File: config.mk
export PLATFORM = sky130hd
export DESIGN_NAME = fps_unit
export DESIGN_NICKNAME = d
export VERILOG_FILES = /design/src/hw/rtl/fps_pkg.sv /design/src/hw/rtl/fps_unit.sv
export SDC_FILE = /design/constraint.sdc
export NUM_CORES = 1
export LEC_CHECK = 0
export ABC_CLOCK_PERIOD_IN_PS = 7000
export BUFFER_PORTS_ARGS = -buffer_cell sky130_fd_sc_hd__clkbuf_2
export CAP_MARGIN = 5
export CORE_MARGIN = 1
export CORE_UTILIZATION = 30
export DETAILED_ROUTE_END_ITERATION = 10
export PLACE_DENSITY = 0.62
export SLEW_MARGIN = 20
export SYNTH_ARGS = -nofsm -noshare
export SYNTH_HDL_FRONTEND = slang
export SYNTH_SLANG_ARGS = --single-unit
File: constraint.sdc
create_clock -name vclk -period 7
set_clock_uncertainty 0.1 [all_clocks]
set_input_delay 0.7 -clock vclk [all_inputs]
set_output_delay 0.7 -clock vclk [all_outputs]
set_load 0.02 [all_outputs]
File: src/hw/rtl/fps_pkg.sv
// fps_pkg: shared types and constants of the fenwick prefix sum table
// field widths, command and status codes, sequencer states, unit control
// no dependencies; imported by the interfaces and every module
package fps_pkg;

  localparam int unsigned CMD_W    = 1;
  localparam int unsigned POS_W    = 10;
  localparam int unsigned ADDEND_W = 32;
  localparam int unsigned RANGE_W  = 11;
  localparam int unsigned SIZE_W   = 11;
  localparam int unsigned TOTAL_W  = 64;
  // one-based walk index; holds twice the largest size so the upward step cannot wrap
  localparam int unsigned WALK_W   = SIZE_W + 1;

  localparam logic [SIZE_W-1:0] SIZE_RESET = 11'd1024;

  localparam logic [CMD_W-1:0] CMD_ADD   = 1'b0;
  localparam logic [CMD_W-1:0] CMD_QUERY = 1'b1;

  localparam logic STATUS_OK  = 1'b0;
  localparam logic STATUS_BAD = 1'b1;

  typedef enum logic [2:0] {
    S_CLEAR,
    S_IDLE,
    S_ADD,
    S_QEND,
    S_QSTART,
    S_FIN
  } fps_state_t;

  typedef logic [TOTAL_W-1:0] fps_word_t;
  typedef logic [WALK_W-1:0]  fps_walk_t;

  // control of the shared arithmetic unit
  typedef struct packed {
    logic sub;  // subtract table data from the operand
    logic up;   // index steps upward by its lowest set bit
  } fps_unit_ctl_t;

endpackage

File: src/hw/rtl/fps_unit.sv
// fps_unit: shared 64-bit adder/subtractor and lowest-set-bit index stepper
// depends on fps_pkg
module fps_unit
  import fps_pkg::*;
(
  input  fps_unit_ctl_t ctl,
  input  fps_word_t     a,
  input  fps_word_t     b,
  input  fps_walk_t     idx,
  output fps_word_t     sum,
  output fps_walk_t     idx_next
);

  fps_walk_t low_bit;

  // wrapping add or subtract of the table word
  assign sum = ctl.sub ? (a - b) : (a + b);

  // step by the lowest set bit of the one-based index
  assign low_bit  = idx & (~idx + WALK_W'(1));
  assign idx_next = ctl.up ? (idx + low_bit) : (idx - low_bit);

endmodule
Yosys cells after proc, flatten, opt, wreduce, memory -nomap -nowiden
Index checks and enable logic that the tools add are counted.
{"block": "op_classes", "n_addsub": 5, "mux": 2, "n_bitwise": 2}
{"cell": "adder 64 bit", "n": 1}
{"cell": "2-to-1 mux 64 bit", "n": 1}
{"cell": "subtractor 64 bit", "n": 1}
{"cell": "adder 12 x 1 -> 12 bit, second input constant", "n": 1}
{"cell": "adder 12 bit", "n": 1}
{"cell": "bitwise AND 12 bit", "n": 1}
{"cell": "2-to-1 mux 12 bit", "n": 1}
{"cell": "inverter 12 bit", "n": 1}
{"cell": "subtractor 12 bit", "n": 1}
{"block": "word_totals", "ff_bits": 0, "in_bits": 142, "out_inout_bits": 76}

Longest topological paths before layout
Gate-level depths: netlist of the first run.
{"block": "logic_depth", "depth_word": 5, "mapped_depth": 23, "ltp_nobuf": 21}

Worst setup path after synthesis of the first run
Ideal clock, no wire load.
{"block": "synth_timing", "path_type": "input port to output port", "start": "input port b[9]", "end": "output port sum[63]", "t_arrival_ns": 5.441, "required_time_ns": 6.200, "setup_slack_ns": 0.759, "stages": 21, "path_cell_list": "or3_4 > or4b_4 > or2_1 > or3_1 > clkbuf_1 > nor3_1 > inv_2 > nor2_1 > nor2_1 > xnor2_1 > ha_1 > a21o_1 > a21oi_1 > o21bai_1 > nor2_1 > nand3_1 > a21o_1 > a221oi_2 > o31ai_2 > a221o_2 > nor4_2"}
{"block": "synth_via", "elab_chain_cells": 2, "word_cells_on_any_way": 3, "classes_between": "add/sub: 2; mux: 1"}
{"item": "from (decl)", "line": "fps_unit.sv:8", "text": "input fps_word_t b,"}
{"item": "adder 64 bit or subtractor 64 bit (tied branches)", "line": "fps_unit.sv:17", "text": "assign sum = ctl.sub ? (a - b) : (a + b);"}
{"item": "2-to-1 mux 64 bit (*)", "line": "fps_unit.sv:17"}
{"item": "to (decl)", "line": "fps_unit.sv:10", "text": "output fps_word_t sum,"}
Mark *: on every way between the ends. The rest lies on a longest branch, timed or not.

Worst setup path in the final report of the first run
{"block": "layout_timing", "start": "input port b[21]", "end": "output port sum[63]"}
The elaborated chain is that of the path after synthesis.

==> impl_metrics.py, run 1 <==
metrics = {
    "outcome": {
        "status": "complete, no violations",
    },
    "finish": {
        "nets": 1246,
        "layout_commonest_cell": "clkbuf_2",
        "ff_latch_area_um2": 0,
        "multiInputGateArea_um2": 5270,
        "drive_gt1_frac": 0.237,
        "n_fill_cell": 1968,
        "seq_cell_count": 0,
        "syn_to_final_growth_pct": 24.0,
        "post-route-util": 0.381,
        "clockBufferCount": 0,
        "final_cell_mix": "clkbuf_2 (217), a21oi_1 (118), nor2_1 (98), xnor2_1 (98), ha_1 (74)",
    },
    "floorplan": {
        "die_h_um": 138,
        "ios": 218,
        "core-area_um2": 18000,
        "die_w_um": 138,
        "die_area_um2": 18900,
        "fp-row-count": 49,
        "initial_core_util": 0.307,
    },
    "flow_run": {
        "cap_violations": 0,
    },
    "worst_hold_path": {
        "hp-class": "in2out",
    },
    "synthesis": {
        "syn_area_um2": 5520,
        "syn_avg_cell_area_um2": 6.62,
        "ys_top_cells_by_area": "ha_1 (17%), xnor2_1 (16%), a21oi_1 (11%)",
        "synth_cell_types": 65,
        "synth_nets": 1051,
        "yosysTopAreaCell": "ha_1",
        "syn_inst": 833,
        "ys_seq_area_frac": 0,
        "synth_top_cell_area_share": 0.168,
        "yosysWarnings": 0,
    },
    "sta": {
        "finalSetupViolCount": 0,
        "hold_viol": 0,
        "rsz0062_at_grt": "false",
        "tightest_slew_ns": 0.581,
        "slew_headroom": 0.609,
        "slew_violations": 0,
        "fmax_ghz": 0.150,
        "period_share": 0.954,
        "finalSetupTns_ns": 0,
        "period_needed_ns": 6.68,
    },
    "place": {
        "routabilityCongestion": 0.930,
        "dp.final_hpwl_um": 16800,
        "port_buffers": 217,
    },
    "global_routing": {
        "antenna_found_initial": 3,
        "grt_usage": 0.192,
        "grt_pass1_vias": 6239,
        "grt_start_max_net_pins": 36,
        "overflow": 0,
        "grt_pass1_wl_um": 29300,
    },
    "setup_path": {
        "cp_num_cells": 19,
        "worstPathArrival_ns": 5.88,
        "start_kind": "input port",
        "path_delay_family": "compound AO/OA/AOI/OAI gates",
        "crit_start": "b[21]",
        "crit_buf_inv": 2,
        "cp.required_ns": 6.20,
        "crit_end": "sum[63]",
        "critPathKind": "in2out",
        "end_kind": "output port",
        "cp_max_fo": 7,
        "slowest_stage": "or4_1",
        "crit_chain": "clkbuf_2, or3_1, or4_1, or4_1, nor2_1, nor2_1, xnor2_1, ha_1, a21oi_1, o211ai_1, a211oi_1, o211a_1, o21ai_1, a21o_1, a221oi_4, o31ai_2, a221o_2, nor4_2, clkbuf_2",
        "crit_path_max_incr_delay_ns": 0.74,
    },
    "clocking": {
        "cts_resized": 0,
        "ctsHoldBuffers": 0,
        "cts_setup_buffers": 0,
    },
    "power": {
        "p_leak_nw": 3.18,
        "p_per_area_nw_per_um2": 153,
        "vdd_drop_max_v": 0.0000859,
    },
    "detailed_routing": {
        "postRouteAntennaNets": 0,
        "drt_iter0_markers": 315,
        "drc_errors": 0,
        "drt_pass1_iterations": 5,
        "wl_per_cell_um": 15.1,
        "wl_um": 19000,
        "vias": 6610,
        "routed_via_density": 5.25,
    },
}
[power by group]
part / total, mW / leakage, nW / switching [mW] / internal [mW]
sequential: 0 / 0 / 0 / 0
clock: 0.0000000573 / 0.0000190 / 0 / 0.0000000573
combinational: 1.05 / 3.18 / 0.651 / 0.396
[layer usage]
metal / vias up / track usage / wire length (um)
met5: - / 0 / 0
met4: 0 / 0.0440 / 437
met3: 28 / 0.0272 / 1160
met2: 202 / 0.336 / 9000
met1: 2960 / 0.245 / 8420
li1: 3420 / - / -
[tightest hold or removal path, stage by stage]
cell,delay [ns]
clkbuf_2,0.10
ha_1,0.11
inv_1,0.03
clkbuf_2,0.14
[cell type report]
type / instances / area share
Multi-Input combinational cell: 767 / 0.771
Antenna cell: 3 / 0.00110
Tap cell: 229 / 0.0419
Timing Repair Buffer: 224 / 0.167
Inverter: 35 / 0.0192
[metrics by stage]
step	instance area, um2	setup slack [ns]	power, mW	std cells	hold WS [ns]
2_1_floorplan	5520	0.759	0.718	833	1.48
3_3_place_gp	6820	0.363	1.04	1255	1.69
3_5_place_dp	6820	0.303	1.04	1255	1.69
4_1_cts	6820	0.295	1.05	1255	1.69
5_1_grt	6830	0.0367	1.15	1255	1.72
6_report	6840	0.325	1.05	1258	1.69
[how the worst min path moves through the flow]
stage	depth (start not counted)	slack (ns)	end	from
after global routing	4	1.72	sum[0]	b[0]
final	4	1.69	sum[0]	b[0]
after detailed placement	4	1.69	sum[0]	b[0]
after floorplan	2	1.48	sum[0]	b[0]
after CTS	4	1.69	sum[0]	b[0]
after global placement	4	1.69	sum[0]	b[0]
[logic make-up after synthesis]
| group | share of synthesized area |
|---|---|
| XOR/XNOR | 0.216 |
| AND/OR/NAND/NOR | 0.250 |
| multiplexers | 0.00181 |
| buffers and inverters | 0.0458 |
| adder cells (fa/ha/maj) | 0.175 |
| other | 0.000680 |
| AO/OA/AOI/OAI | 0.311 |
[cell usage after synthesis, types with 14 or more instances]
cell      instances
a21o_1           29
a21oi_1         118
clkbuf_1         25
ha_1             74
inv_1            34
nand2_1          54
nand4_1          16
nor2_1           98
nor3_1           22
o21ai_0          46
o21bai_1         17
or3_1            14
xnor2_1          98
xor2_1           35
Note: power is estimated with default switching activity, not from simulation.
==> inputs of run 2 (changes only) <==
- ABC_CLOCK_PERIOD_IN_PS: 7000 -> 7450
- RECOVER_POWER: unset -> 100
- SETUP_SLACK_MARGIN: unset -> 0.05
- clock period: 7 -> 7.45 ns (I/O delays scaled with it)
==> run 2 against run 1 <==
Net effect:
- sequential share of layout area unchanged
- wire length fell by 0.77%
- worst hold slack better by 0.11 ns
- worst setup slack improved by 0.075 ns
- critical path type unchanged
- largest power group unchanged
==> impl_metrics.py, run 2 (synthesis gave the netlist of run 1 again) <==
metrics = {
    "flow_run": {
        "cap_violations": 0,
    },
    "sta": {
        "fin_hold_ws_ns": 1.79,
        "slew_violations": 0,
        "period_share": 0.946,
        "slew_headroom": 0.230,
        "fmax_ghz": 0.142,
        "tightest_slew_ns": 1.15,
        "finalSetupViolCount": 0,
        "rsz0062_at_grt": "false",
        "finalSetupTns_ns": 0,
        "hold_viol": 0,
        "period_needed_ns": 7.05,
    },
    "global_routing": {
        "overflow": 0,
        "antenna_found_initial": 3,
        "grt_start_max_net_pins": 32,
        "grt_pass1_wl_um": 29100,
        "grt_pass1_vias": 6234,
        "grt_usage": 0.189,
    },
    "place": {
        "dp.cells": 1252,
        "routabilityCongestion": 0.894,
        "port_buffers": 217,
        "dpl-instance-area_um2": 6800,
        "dp.final_hpwl_um": 16700,
    },
    "finish": {
        "final_cell_mix": "clkbuf_2 (148), a21oi_1 (118), nor2_1 (98), xnor2_1 (98), ha_1 (74)",
        "drive_gt1_frac": 0.166,
        "design_area_um2": 6710,
        "layout_commonest_cell": "clkbuf_2",
        "clockBufferCount": 0,
        "ff_latch_area_um2": 0,
        "multiInputGateArea_um2": 5260,
        "syn_to_final_growth_pct": 21.6,
        "n_fill_cell": 2023,
        "fin_cells": 1253,
        "seq_cell_count": 0,
        "nets": 1243,
    },
    "clocking": {
        "cts_resized": 0,
        "ctsHoldBuffers": 0,
        "cts_setup_buffers": 0,
    },
    "floorplan": {
        "core-area_um2": 18000,
        "die_w_um": 138,
        "die_area_um2": 18900,
        "initial_core_util": 0.307,
        "ios": 218,
        "fp-row-count": 49,
        "die_h_um": 138,
    },
    "detailed_routing": {
        "drc_errors": 0,
        "drt_pass1_iterations": 5,
        "vias": 6603,
        "wl_per_cell_um": 15.1,
        "drt_iter0_markers": 284,
        "routed_via_density": 5.27,
        "postRouteAntennaNets": 0,
        "wl_um": 18900,
    },
    "setup_path": {
        "end_kind": "output port",
        "slowest_stage": "nor3_1",
        "start_kind": "input port",
        "cp.required_ns": 6.61,
        "crit_buf_inv": 3,
        "crit_chain": "clkbuf_2, or3_4, or4b_4, or2_1, or3_1, nor3_1, inv_2, nor2_1, nor2_1, xnor2_1, ha_1, a21o_1, a21oi_1, o21bai_1, nor2_1, nand3_1, a21o_1, a221oi_2, o31ai_1, a221o_2, nor4_2, clkbuf_2",
        "cp_common_cell": "nor2_1",
        "worstPathArrival_ns": 6.21,
        "crit_path_max_incr_delay_ns": 0.62,
        "cp_max_fo": 6,
        "critPathKind": "in2out",
        "path_delay_family": "simple AND/OR/NAND/NOR gates",
    },
    "worst_hold_path": {
        "hp-start": "b[0]",
        "min_path_cells": 4,
        "hold_end": "sum[0]",
        "hp-class": "in2out",
    },
    "power": {
        "power_mw": 0.948,
        "p_leak_nw": 2.96,
        "vdd_drop_max_v": 0.0000679,
        "p_per_area_nw_per_um2": 141,
    },
    "outcome": {
        "status": "complete, no violations",
    },
}
## run 2: cell count changes in the layout (fill, tap and decap cells not counted), moves of 2 or more
cell | before | now
o21ai_1 | 5 | 3
clkbuf_2 | 217 | 148
clkbuf_1 | 0 | 69
diode_2 | 3 | 1
buf_4 | 7 | 4
o21ai_0 | 46 | 48
## run 2: worst max path at each step
| stage | start | end | slack (ns) | cells past startpoint |
|---|---|---|---|---|
| final | b[9] | sum[63] | 0.40 | 22 |
| after detailed placement | b[9] | sum[63] | 0.48 | 22 |
| after global routing | b[9] | sum[63] | 0.07 | 22 |
| after floorplan | b[9] | sum[63] | 1.12 | 21 |
| after CTS | b[9] | sum[63] | 0.46 | 22 |
| after global placement | b[9] | sum[63] | 0.51 | 22 |
## run 2: metal layers
metal	GRT usage	share of wire	vias to the layer above	wire, um
met1	0.244	0.44	2968	8340
met2	0.334	0.47	202	8890
met4	0.0385	0.021	0	397
li1	-	-	3407	-
met3	0.0243	0.065	26	1230
met5	0	0	-	0
## run 2: area by class of cell
cell class         instances  area share
well taps                229      0.0427
repair buffers           221       0.154
inverters                 35      0.0196
multi-input cells        767       0.784
diodes                     1    0.000373
## run 2: where the power goes
| part | internal, mW | switching [mW] |
|---|---|---|
| combinational | 0.338 | 0.610 |
| clock | 0.0000000179 | 0 |
| sequential | 0 | 0 |
| total | 0.338 | 0.610 |
## run 2: tightest hold or removal path: cells and delay by family
kind | cells | cell delay [ns]
fa+ha+maj | 1 | 0.12
buf+inv | 3 | 0.28
## run 2: stage by stage
step | worst slack [ns] | utilization
3_5_place_dp | 0.479 | 0.378
2_1_floorplan | 1.12 | -
6_report | 0.399 | 0.373
4_1_cts | 0.464 | 0.378
5_1_grt | 0.0743 | 0.373
3_3_place_gp | 0.512 | 0.378
